**config.mk**
```make
export PLATFORM = sky130hd
export DESIGN_NAME = chol_ctrl
export DESIGN_NICKNAME = d
export VERILOG_FILES = /design/src/design/chol_pkg.sv /design/src/design/chol_ctrl.sv
export SDC_FILE = /design/constraint.sdc
export NUM_CORES = 1
export LEC_CHECK = 0
export ABC_AREA = 1
export BUFFER_PORTS_ARGS = -buffer_cell sky130_fd_sc_hd__clkbuf_2
export CORE_MARGIN = 3
export CORE_UTILIZATION = 55
export DETAILED_ROUTE_END_ITERATION = 6
export PLACE_DENSITY = 0.89
export SLEW_MARGIN = 20
export SYNTH_ARGS = -nofsm -noshare
export SYNTH_HDL_FRONTEND = slang
export SYNTH_SLANG_ARGS = --single-unit
```
**constraint.sdc**
```tcl
create_clock -name clk_i -period 12.3 [get_ports clk_i]
set_input_delay 3.075 -clock clk_i [delete_from_list [all_inputs] [get_ports clk_i]]
set_output_delay 3.075 -clock clk_i [all_outputs]
set_load 0.03 [all_outputs]
```
**src/design/chol_pkg.sv**
```systemverilog
// Shared types, constants and the controller state encoding for the Cholesky solver.
`timescale 1ns / 1ps
package chol_pkg;
  localparam int unsigned DimDefault = 8;
  localparam int unsigned MaxDim     = 16;

  typedef struct packed {
    logic [3:0]         row_index;
    logic [3:0]         col_index;
    logic               is_rhs;
    logic signed [31:0] entry_value;
    logic               last_entry;
  } in_beat_t;

  typedef struct packed {
    logic [3:0]         solution_index;
    logic signed [31:0] solution_value;
    logic               pivot_error;
    logic               last_result;
  } out_beat_t;

  // Datapath operations chosen by the controller.
  typedef enum logic [2:0] {
    OP_IDLE,
    OP_LOAD,   // acc <= operand * 2^16
    OP_MAC,    // acc <= clamp(acc - a * b)
    OP_SQRT,   // iterative square root of acc
    OP_DIV,    // iterative division acc / pivot
    OP_CLEAR   // zero solution vector
  } dp_op_e;

  // Which stores feed the operands.
  typedef enum logic [2:0] {
    SRC_A,      // matrix A[i][j]
    SRC_B,      // rhs b[i]
    SRC_Y,      // work vector y[i]
    SRC_LL,     // L[i][k] * L[j][k]
    SRC_LY,     // L[i][j] * y[j]
    SRC_LX      // L[j][i] * x[j]
  } dp_src_e;

  typedef enum logic [1:0] {
    DST_L,
    DST_Y,
    DST_X
  } dp_dst_e;

  typedef struct packed {
    dp_op_e     op;
    dp_src_e    src;
    dp_dst_e    dst;
    logic [3:0] i;
    logic [3:0] j;
    logic [3:0] k;
    logic       start;   // pulse: begin a multi-cycle op
  } dp_cmd_t;

  typedef struct packed {
    logic busy;      // sqrt or divide starting, in progress or writing back
    logic neg_pivot; // acc <= 0 at a sqrt
  } dp_stat_t;

  typedef enum logic [3:0] {
    ST_IDLE,
    ST_FAC_LOAD,
    ST_FAC_MAC,
    ST_FAC_FIN,
    ST_FAC_WAIT,
    ST_FW_LOAD,
    ST_FW_MAC,
    ST_FW_WAIT,
    ST_BW_LOAD,
    ST_BW_MAC,
    ST_BW_WAIT,
    ST_OUT
  } ctrl_state_e;

  localparam logic signed [63:0] AccMax = 64'sh3FFF_FFFF_FFFF_FFFF;
endpackage

```
**src/design/chol_ctrl.sv**
```systemverilog
// Controller: sequences factorization, substitutions and result beats.
`timescale 1ns / 1ps
module chol_ctrl import chol_pkg::*; #(
  parameter int unsigned DIM = DimDefault
) (
  input  logic      clk_i,
  input  logic      rst_ni,
  input  logic      in_valid_i,
  input  logic      in_last_i,
  output logic      in_stall_o,
  output dp_cmd_t   cmd_o,
  input  dp_stat_t  stat_i,
  output logic [3:0] rd_idx_o,
  input  logic signed [31:0] rd_val_i,
  output logic      out_valid_o,
  input  logic      out_stall_i,
  output out_beat_t out_beat_o
);
  localparam logic [3:0] Last = 4'(DIM - 1);

  ctrl_state_e state_q, state_d;
  logic [3:0] i_q, i_d, j_q, j_d, k_q, k_d;
  logic       err_q, err_d;
  logic       ov_q, ov_d;
  out_beat_t  ob_q, ob_d;
  logic [2:0] drain_q, drain_d;

  always_ff @(posedge clk_i or negedge rst_ni) begin
    if (!rst_ni) begin
      state_q <= ST_IDLE;
      i_q <= '0; j_q <= '0; k_q <= '0;
      err_q <= 1'b0; ov_q <= 1'b0; drain_q <= '0;
    end else begin
      state_q <= state_d;
      i_q <= i_d; j_q <= j_d; k_q <= k_d;
      err_q <= err_d; ov_q <= ov_d; drain_q <= drain_d;
    end
  end
  always_ff @(posedge clk_i) begin
    ob_q <= ob_d;
  end

  always_comb begin
    state_d = state_q;
    i_d = i_q; j_d = j_q; k_d = k_q;
    err_d = err_q | stat_i.neg_pivot;
    ov_d  = ov_q;
    ob_d  = ob_q;
    drain_d = drain_q;
    cmd_o = '0;
    cmd_o.i = i_q; cmd_o.j = j_q; cmd_o.k = k_q;
    in_stall_o = 1'b1;
    rd_idx_o = i_q;
    if (ov_q && !out_stall_i) ov_d = 1'b0;
    unique case (state_q)
      ST_IDLE: begin
        in_stall_o = 1'b0;
        if (in_valid_i && in_last_i) begin
          state_d = ST_FAC_LOAD;
          i_d = '0; j_d = '0; k_d = '0; err_d = 1'b0;
        end
      end
      ST_FAC_LOAD: begin
        if (!stat_i.busy) begin
          cmd_o.op = OP_LOAD; cmd_o.src = SRC_A;
          k_d = '0;
          state_d = (j_q == 4'd0) ? ST_FAC_FIN : ST_FAC_MAC;
          drain_d = 3'd2;
        end
      end
      ST_FAC_MAC: begin
        cmd_o.op = OP_MAC; cmd_o.src = SRC_LL;
        if (k_q + 4'd1 == j_q) state_d = ST_FAC_FIN;
        else                   k_d = k_q + 4'd1;
        drain_d = 3'd2;
      end
      ST_FAC_FIN: begin
        // wait for the pipelined sums to land in the accumulator
        if (drain_q != 3'd0) begin
          drain_d = drain_q - 3'd1;
        end else begin
          cmd_o.start = 1'b1; cmd_o.dst = DST_L;
          cmd_o.op = (i_q == j_q) ? OP_SQRT : OP_DIV;
          state_d = ST_FAC_WAIT;
        end
      end
      ST_FAC_WAIT: begin
        cmd_o.op = OP_IDLE;
        if (!stat_i.busy) begin
          if (j_q == i_q) begin
            if (i_q == Last) begin
              i_d = '0; j_d = '0;
              state_d = err_d ? ST_OUT : ST_FW_LOAD;
              if (err_d) begin
                cmd_o.op = OP_CLEAR;
              end
            end else begin
              i_d = i_q + 4'd1; j_d = '0; state_d = ST_FAC_LOAD;
            end
          end else begin
            j_d = j_q + 4'd1; state_d = ST_FAC_LOAD;
          end
        end
      end
      ST_FW_LOAD: begin
        // the row's sum reads the y element that the last divide produces
        if (drain_q != 3'd0) begin
          drain_d = drain_q - 3'd1;
        end else if (!stat_i.busy) begin
          cmd_o.op = OP_LOAD; cmd_o.src = SRC_B;
          j_d = '0; drain_d = 3'd2;
          state_d = (i_q == 4'd0) ? ST_FW_WAIT : ST_FW_MAC;
        end
      end
      ST_FW_MAC: begin
        cmd_o.op = OP_MAC; cmd_o.src = SRC_LY;
        if (j_q + 4'd1 == i_q) state_d = ST_FW_WAIT;
        else                   j_d = j_q + 4'd1;
        drain_d = 3'd2;
      end
      ST_FW_WAIT: begin
        if (drain_q != 3'd0) begin
          drain_d = drain_q - 3'd1;
        end else if (!stat_i.busy) begin
          cmd_o.op = OP_DIV; cmd_o.start = 1'b1; cmd_o.dst = DST_Y;
          state_d = ST_FW_LOAD;
          drain_d = 3'd4;
          if (i_q == Last) state_d = ST_BW_LOAD;
          else             i_d = i_q + 4'd1;
        end
      end
      ST_BW_LOAD: begin
        // drain_q first lets the last y divide get under way
        if (drain_q != 3'd0) begin
          drain_d = drain_q - 3'd1;
        end else if (!stat_i.busy) begin
          cmd_o.op = OP_LOAD; cmd_o.src = SRC_Y;
          j_d = i_q + 4'd1; drain_d = 3'd2;
          state_d = (i_q == Last) ? ST_BW_WAIT : ST_BW_MAC;
        end
      end
      ST_BW_MAC: begin
        cmd_o.op = OP_MAC; cmd_o.src = SRC_LX;
        if (j_q == Last) state_d = ST_BW_WAIT;
        else             j_d = j_q + 4'd1;
        drain_d = 3'd2;
      end
      ST_BW_WAIT: begin
        if (drain_q != 3'd0) begin
          drain_d = drain_q - 3'd1;
        end else begin
          cmd_o.op = OP_DIV; cmd_o.start = 1'b1; cmd_o.dst = DST_X;
          drain_d = 3'd4;
          if (i_q == 4'd0) begin
            state_d = ST_OUT;
          end else begin
            i_d = i_q - 4'd1; state_d = ST_BW_LOAD;
          end
        end
      end
      ST_OUT: begin
        if (drain_q != 3'd0) begin
          drain_d = drain_q - 3'd1;
        end else if (!stat_i.busy && (!ov_q || !out_stall_i)) begin
          ov_d = 1'b1;
          ob_d.solution_index = i_q;
          ob_d.solution_value = rd_val_i;
          ob_d.pivot_error    = err_q;
          ob_d.last_result    = (i_q == Last);
          if (i_q == Last) state_d = ST_IDLE;
          else             i_d = i_q + 4'd1;
        end
      end
      default: state_d = ST_IDLE;
    endcase
  end

  assign out_valid_o = ov_q;
  assign out_beat_o  = ob_q;
endmodule

```
; ---- Word-level counts from Yosys, hierarchy flattened
; Cells that the tools add are included.
[totals]
ff_bits = 59
out_inout_bits = 65
word_cells = 171
[classes]
add_sub_neg = 5
eq_ne = 41
n_mux = 87
bitwise = 2
reduce_logical = 25
[op_table]
columns = operator, count
row1 = $mux W4, 46
row2 = $pmux W4 S12, 1
row3 = $mux W3, 15
row4 = $ne A2 B2 Y1 const B, 22
row5 = $pmux W3 S6, 2
row6 = $eq A4 B3 Y1 const B, 6
row7 = $pmux W3 S8, 1
row8 = $pmux W4 S6, 1
row9 = $pmux W4 S5, 1
row10 = $reduce_and A17 Y1, 1
row11 = $eq A4 B4 Y1, 4
row12 = $eq A4 B4 Y1 const B, 4
row13 = $mux W1, 14
row14 = $add A4 B1 Y4 const B, 3
row15 = $logic_not A4 Y1, 3
row16 = $pmux W4 S3, 1
row17 = $reduce_bool A6 Y1, 2
row18 = $reduce_and A10 Y1, 1
row19 = $reduce_and A9 Y1, 1
row20 = $eq A4 B2 Y1 const B, 2
row21 = $mux W2, 3
row22 = $reduce_and A3 Y1, 2
row23 = $reduce_bool A3 Y1, 2
row24 = $reduce_or A2 Y1, 3
row25 = other kinds (15), 19

; ---- Longest topological paths before layout
; Gate-level depths: netlist of the first run.
[logic_depth]
depth_word = 6
ltp_mapped = 12

; ---- Worst setup path before layout of the first run
; No wires, ideal clock.
[synth_path]
kind = input port to output port
from = input port stat_i[1] in the netlist's numbering
to = output port cmd_o[15] in the netlist's numbering
arrival_time_ns = 4.199
setup_slack_ns = 5.026
stages = 4
n_path_buf = 1
cell_sequence = clkbuf_1 -> nor2_1 -> inv_1 -> o21ai_0
[synth_rtl]
columns = item, line
row1 = "start, declared", chol_ctrl.sv:12  ; input dp_stat_t stat_i,
row2 = "end, declared", chol_ctrl.sv:11  ; output dp_cmd_t cmd_o,

==> metrics.cfg, run 1 <==
[run_status]
run_status=finished, final reports clean

[pwr]
leakagePower_nw=2.032
power_density_nw_per_um2=186.1
ir_drop_uv=119.3
total_power_uw=755.5

[floorplan]
die_height_um=83.81
floorplan.die.width_um=83.81
num_rows=27
starting_density_pct=58.66
fp.dieArea_um2=7023
core-area_um2=5675
ios=104

[synthesis]
post_synth_fa_ha_maj_area_fraction_pct=3.006
avgSynthCellArea_um2=8.062
postSynth.topFlopCell=sky130_fd_sc_hd__edfxtp_1
synth-seq-area-share_pct=50.06
netlist_top_cells_count=139 x sky130_fd_sc_hd__nand2_1, 49 x sky130_fd_sc_hd__nor2_1, 38 x sky130_fd_sc_hd__edfxtp_1, 38 x sky130_fd_sc_hd__inv_1, 31 x sky130_fd_sc_hd__nand3_1
synthXorXnorAreaFrac_pct=2.368
postSynthNetCount=460
largest_family_of_logic_cells_by_synthesized_area=simple AND/OR/NAND/NOR gates
synth_mux_area_share_pct=0
synth_area_leader_cell=sky130_fd_sc_hd__edfxtp_1
post-synth-top-count-cell=sky130_fd_sc_hd__nand2_1
synth_enable_flop_cells=38
synthArstFlopShare_pct=35.59
syn-instance-count=413
synthTopCellsByArea=sky130_fd_sc_hd__edfxtp_1 34%, sky130_fd_sc_hd__dfrtp_1 16%, sky130_fd_sc_hd__nand2_1 16%, sky130_fd_sc_hd__nor2_1 5.5%, sky130_fd_sc_hd__nand3_1 4.7%
mapped_area_um2=3329
post_synth_num_cell_types=28
yosys_warnings=0
synth_top_cell_area_share_pct=34.27
post_synth_and_or_nand_nor_area_fraction_pct=31.45
synth_seq_cells=59
compound_gate_portion_of_the_synthesized_area_pct=6.652

[detailed_routing]
dr.pass1.iters=5
wl_um=9332
avgViaCountPerCell=5.552
dr.max_layer_used=met4
detailedRoute.firstIterationViolations=432
detail-route-antenna-nets=0
dr_wl_cell_um=15.66
met2_wl_post_dr_um=4534
routed-wl-met3_um=931
route.vias.total=3309
post-route-drc-count=0
wirelength_met1_um=3602

[finish]
area_growth_syn_to_layout_pct=21.95
antenna_cells_inserted=0
layout-drive-gt1-share_pct=26.91
layout.cells.non_filler=596
final_net_count=566
fillerInstances=411
final_core_utilization_pct=71.54

[grt]
antenna_found_initial=0
grt_pass1_wl_um=15010
first_global_vias=3100
grt_usage_pct=26.98
global_route.overflow_total=0
maximum_number_of_pins_on_one_net_before_global_route_repair=39

[timing]
final.setup.tns_ns=0
relSlewSlack_pct=61.36
clock.fmax_mhz=138.5
report.final.hold_viol_count=0
final.period_utilization_pct=58.70
report.final.setup_viol=0
worst-slew-pin-transition_ns=0.5796
min_period_ns=7.221
timing.clock.skew_ns=0.004745
rsz0062_at_grt=false
final_max_slew_viol_count=0

[clock_network]
cts_resized=0
htree_levels=3
clk-insertion-delay-late_ns=0.34
clock_tree_from_tritoncts=done
cts.clk_slew.worst_paths_ns=0.06
numCtsBuffers=9
maximum_buffer_depth_of_the_clock_tree=2
numClockSinks=59
cts-root-buf=sky130_fd_sc_hd__clkbuf_8
postCtsSetupRepairBufs=0
cts_hold_buf=0

[worst_setup_path]
cp.arrival_ns=4.15
timing_worst_setup_path_type=input pin to output port
setup.worst_path.end_class=output port
critical_path.max_fanout=12
crit_path_start_kind=input pin
critical_path_required_ns=9.22
reg2reg_depth=11
regToRegStartpoint=drain_q[0]
setup.reg_to_reg.worst_slack_ns=10.10
timing.rr.end=state_q[2]

[hold_path]
holdPathEnd=drain_q[1]
worstHoldPathCells=2
hold_path_startpoint=drain_q[1]
hp-class=flip-flop to flip-flop

[placement]
placement.io_buffers=103
gp_congestion=0.9989
dpl.cell_count=580
dpl.hpwl_um=7367

[flow_run]
maxCapViolations=0

## flip-flops by register name, summed over array words and instances (netlist names)
signal and count:
state_q 4, k_q 4, j_q 4, out_valid_o 1
out_beat_o 38, rd_idx_o 4, err_q 1, drain_q 3
## logic make-up (layout without fill, tap and decap cells)
logic type	count (synthesis)	after routing
DFF	59	59
xor gates and xnor gates	9	9
adders and majority gates	8	8
buffers and inverters	51	162
AOI/OAI and AO/OA	40	40
and+or+nand+nor	246	246
## critical path, stage by stage
cell,delay [ns]
sky130_fd_sc_hd__clkbuf_2,0.19
sky130_fd_sc_hd__nor2_1,0.21
sky130_fd_sc_hd__inv_1,0.15
sky130_fd_sc_hd__o22ai_1,0.13
sky130_fd_sc_hd__inv_1,0.07
sky130_fd_sc_hd__o21ai_0,0.08
sky130_fd_sc_hd__clkbuf_2,0.24
## cells in the final DEF (no fill, tap or decap), types with 3 or more instances in the layout
cell / Yosys / layout
sky130_fd_sc_hd__a21oi_1: 10 / 10
sky130_fd_sc_hd__a22oi_1: 3 / 3
sky130_fd_sc_hd__clkbuf_2: 0 / 103
sky130_fd_sc_hd__clkbuf_8: 0 / 10
sky130_fd_sc_hd__dfrtp_1: 21 / 21
sky130_fd_sc_hd__edfxtp_1: 38 / 38
sky130_fd_sc_hd__ha_1: 8 / 8
sky130_fd_sc_hd__inv_1: 38 / 38
sky130_fd_sc_hd__inv_2: 4 / 4
sky130_fd_sc_hd__nand2_1: 139 / 139
sky130_fd_sc_hd__nand2_2: 7 / 7
sky130_fd_sc_hd__nand3_1: 31 / 31
sky130_fd_sc_hd__nand4_1: 6 / 6
sky130_fd_sc_hd__nor2_1: 49 / 49
sky130_fd_sc_hd__nor2_2: 5 / 5
sky130_fd_sc_hd__o21ai_0: 18 / 18
sky130_fd_sc_hd__o21ai_1: 4 / 4
sky130_fd_sc_hd__xnor2_1: 3 / 3
sky130_fd_sc_hd__xor2_1: 6 / 6
## report_power, final
group | internal (mW) | total, mW | switching, mW
sequential | 0.227 | 0.252 | 0.0251
combinational | 0.104 | 0.352 | 0.248
clock | 0.0770 | 0.152 | 0.0748
total | 0.408 | 0.755 | 0.347
## how the worst max path moves through the flow
| stage | startpoint | slack, ns | to | cells after the start |
|---|---|---|---|---|
| after floorplan | stat_i[1] | 5.03 | cmd_o[15] | 4 |
| after global placement | stat_i[1] | 5.17 | cmd_o[0] | 7 |
| after detailed placement | stat_i[1] | 5.12 | cmd_o[0] | 7 |
| after CTS | stat_i[1] | 5.11 | cmd_o[0] | 7 |
| after global routing | stat_i[1] | 4.98 | cmd_o[0] | 7 |
| final | stat_i[1] | 5.08 | cmd_o[0] | 7 |
## final cells by class
class                           instances  area, um2  area share (%)
Multi-Input combinational cell        303       1453           35.78
Clock buffer                           11      141.4           3.482
Sequential cell                        59       1667           41.05
Inverter                               42      157.7           3.883
Timing Repair Buffer                  104      523.0           12.88
Clock inverter                          5      28.78          0.7088
Tap cell                               72      90.09           2.219
## metal layers
layer  vias to the layer above  GRT usage [%]
li1                       1564              -
met1                      1501          33.93
met2                       208          45.70
met3                        36          5.923
met4                         0          9.649
met5                         -              0
## stage by stage
step	cell area [um2]	hold slack [ns]	setup slack [ns]
4_1_cts	4060	0.4877	5.110
5_1_grt	4060	0.5083	4.976
3_3_place_gp	3890	0.4327	5.171
3_5_place_dp	3890	0.4745	5.121
2_1_floorplan	3329	0.4259	5.026
6_report	4060	0.4790	5.079
No activity file was read; power rests on OpenSTA's default activity.
==> run 2, diff against run 1 <==
--- a/config.mk
+++ b/config.mk
@@ -8,9 +8,9 @@
 export ABC_AREA = 1
 export BUFFER_PORTS_ARGS = -buffer_cell sky130_fd_sc_hd__clkbuf_2
 export CORE_MARGIN = 3
-export CORE_UTILIZATION = 55
+export CORE_UTILIZATION = 51
 export DETAILED_ROUTE_END_ITERATION = 6
-export PLACE_DENSITY = 0.89
+export PLACE_DENSITY = 0.84
 export SLEW_MARGIN = 20
 export SYNTH_ARGS = -nofsm -noshare
 export SYNTH_HDL_FRONTEND = slang
==> constraint.sdc (replaced) <==
create_clock -name clk_i -period 6.8 [get_ports clk_i]
set_input_delay 1.7 -clock clk_i [delete_from_list [all_inputs] [get_ports clk_i]]
set_output_delay 1.7 -clock clk_i [all_outputs]
set_load 0.03 [all_outputs]
==> run 2 against run 1 <==
Die area up 7.3%; global-route usage decreased by 3.5 points; sequential power increased by 81%; non-clock buffer count unchanged; largest cell class unchanged; critical endpoint unchanged; clock power increased by 93%; final area rose by 0.28%; critical path depth stayed put.
==> metrics.cfg, run 2 (synthesized netlist as in run 1, its figures left out) <==
[finish]
final_net_count=566  ; unchanged
antenna_cells_inserted=0  ; unchanged
top_library_cells_by_usage_in_the_layout_fill_and_taps_aside=139 x sky130_fd_sc_hd__nand2_1, 103 x sky130_fd_sc_hd__clkbuf_2, 49 x sky130_fd_sc_hd__nor2_1
layout-drive-gt1-share_pct=26.34  ; -0.57 points
max_reg_flops=38  ; unchanged
final_core_utilization_pct=66.41  ; -5.1 points
finalInstanceArea_um2=4071  ; +0.28%
fillerInstances=510  ; +24%
multi_input_area_um2=1453  ; unchanged
seq_area_um2=1667  ; unchanged
commonest_non_fill_non_tap_cell_in_the_layout=sky130_fd_sc_hd__nand2_1
layout.cells.non_filler=599  ; +0.50%
area_growth_syn_to_layout_pct=22.28

[timing]
report.final.setup_viol=0  ; unchanged
final_max_slew_viol_count=0  ; unchanged
final.period_utilization_pct=67.05
clock.fmax_mhz=219.3
min_period_ns=4.559
relSlewSlack_pct=60.56  ; -0.79 points
timing.clock.skew_ns=0.01066  ; +0.005914 ns
worst-slew-pin-transition_ns=0.5915  ; +0.01190 ns
final.setup.tns_ns=0  ; unchanged
report.final.hold_viol_count=0  ; unchanged
layout_setup_ws_ns=2.241  ; -2.839 ns
rsz0062_at_grt=false

[floorplan]
num_rows=28  ; +3.7%
fp.dieArea_um2=7534  ; +7.3%
ios=104  ; unchanged
starting_density_pct=54.31  ; -4.4 points
core-area_um2=6131  ; +8.0%
die_height_um=86.80  ; +3.6%
floorplan.die.width_um=86.80  ; +3.6%

[clock_network]
cts.clk_slew.worst_paths_ns=0.06  ; about the same
cts_hold_buf=0  ; unchanged
htree_levels=3  ; unchanged
cts_resized=0  ; unchanged
cts-root-buf=sky130_fd_sc_hd__clkbuf_8
numClockSinks=59  ; unchanged
maximum_buffer_depth_of_the_clock_tree=2  ; unchanged
clk-insertion-delay-late_ns=0.34  ; about the same
clock_tree_from_tritoncts=done
numCtsBuffers=9  ; unchanged
postCtsSetupRepairBufs=0  ; unchanged

[detailed_routing]
detailedRoute.firstIterationViolations=184  ; -57%
dr_wl_cell_um=14.58  ; -6.9%
post-route-drc-count=0  ; unchanged
avgViaCountPerCell=5.417  ; -2.4%
route.vias.total=3245  ; -1.9%
wl_um=8733  ; -6.4%
detail-route-antenna-nets=0  ; unchanged
dr.pass1.iters=5  ; unchanged

[worst_setup_path]
regToRegStartpoint=drain_q[0]
slowest_stage=sky130_fd_sc_hd__clkbuf_2
timing.rr.end=state_q[0]
crit_path_start_kind=input pin
critPathMaxStageDelay_ns=0.27  ; +0.03 ns
critical_path_required_ns=5.10  ; -4.12 ns
reg2reg_depth=11  ; unchanged
critical_path.max_fanout=12  ; unchanged
setup.reg_to_reg.worst_slack_ns=4.68  ; -5.42 ns
setup.worst_path.end_class=output port
timing_worst_setup_path_type=input pin to output port
cp.arrival_ns=2.86  ; -1.29 ns
critical_path.cell_chain=clkbuf_2, nor2_1, inv_1, o22ai_1, inv_1, o21ai_0, clkbuf_2

[pwr]
ir_drop_uv=222.8  ; +87%
leakagePower_nw=2.039  ; +0.35%
power_density_nw_per_um2=338.2  ; +82%

[grt]
grt_usage_pct=23.46  ; -3.5 points
maximum_number_of_pins_on_one_net_before_global_route_repair=39  ; unchanged
antenna_found_initial=0  ; unchanged
first_global_vias=2890  ; -6.8%
global_route.overflow_total=0  ; unchanged
grt_pass1_wl_um=13710  ; -8.6%

[placement]
dpl.cell_count=583  ; +0.52%
gp_congestion=1.011  ; +1.2%
placed_area_um2=3894  ; about the same
dpl_worst_slack_ns=2.311  ; -2.810 ns
dpl.hpwl_um=6873  ; -6.7%
placement.io_buffers=103  ; unchanged

[run_status]
run_status=finished, final reports clean

[hold_path]
hold_path_startpoint=err_q
holdPathEnd=out_beat_o[1]
hp-class=flip-flop to flip-flop
worstHoldPathCells=0  ; -2

[flow_run]
maxCapViolations=0  ; unchanged

==> run 2: cell types whose count changed in the layout (fill, tap and decap cells not counted), sizes merged <==
cell | previous run | this run
clkinvlp | 2 | 0
clkinv | 3 | 4
bufinv | 0 | 1
==> run 2: worst max path at each step <==
stage,depth (start not counted),startpoint,end,slack [ns]
2_1_floorplan,3,out_stall_i,out_beat_o[0],1.86
3_3_place_gp,7,stat_i[1],cmd_o[0],2.32
3_5_place_dp,7,stat_i[1],cmd_o[0],2.31
4_1_cts,7,stat_i[1],cmd_o[0],2.27
5_1_grt,7,stat_i[1],cmd_o[0],2.15
6_report,7,stat_i[1],cmd_o[0],2.24
==> run 2: routing by layer <==
metal	global-route usage (%)	vias up	share of wire, %
li1	-	1560	-
met2	40.17	189	49
met5	0	-	0
met1	28.31	1473	38
met4	6.941	0	1.7
met3	7.224	23	11
==> run 2: layout make-up <==
cell class                 count  share of cell area (%)
timing repair buffer         104                   12.85
clock buffer                  11                   3.227
inverter                      42                   3.872
sequential                    59                   40.93
clock inverter                 5                   1.137
tap                           75                   2.305
multi-input combinational    303                   35.68
==> run 2: where the power goes <==
part / internal (mW) / switching [mW] / total [mW]
registers: 0.411 / 0.0456 / 0.456
clock network: 0.165 / 0.129 / 0.294
logic: 0.188 / 0.439 / 0.627
==> run 2: worst max-delay path: cells and delay by family <==
kind	cells	cell delay [ns]
and+or+nand+nor	1	0.21
buffers and inverters	4	0.70
AOI/OAI and AO/OA	2	0.25
==> run 2: per-stage QoR <==
| step | power [mW] | hold WS [ns] |
|---|---|---|
| after floorplan | 0.9254 | 0.4259 |
| after global placement | 1.070 | 0.4536 |
| after detailed placement | 1.078 | 0.4546 |
| after CTS | 1.375 | 0.4646 |
| after global routing | 1.477 | 0.4685 |
| final | 1.377 | 0.4582 |
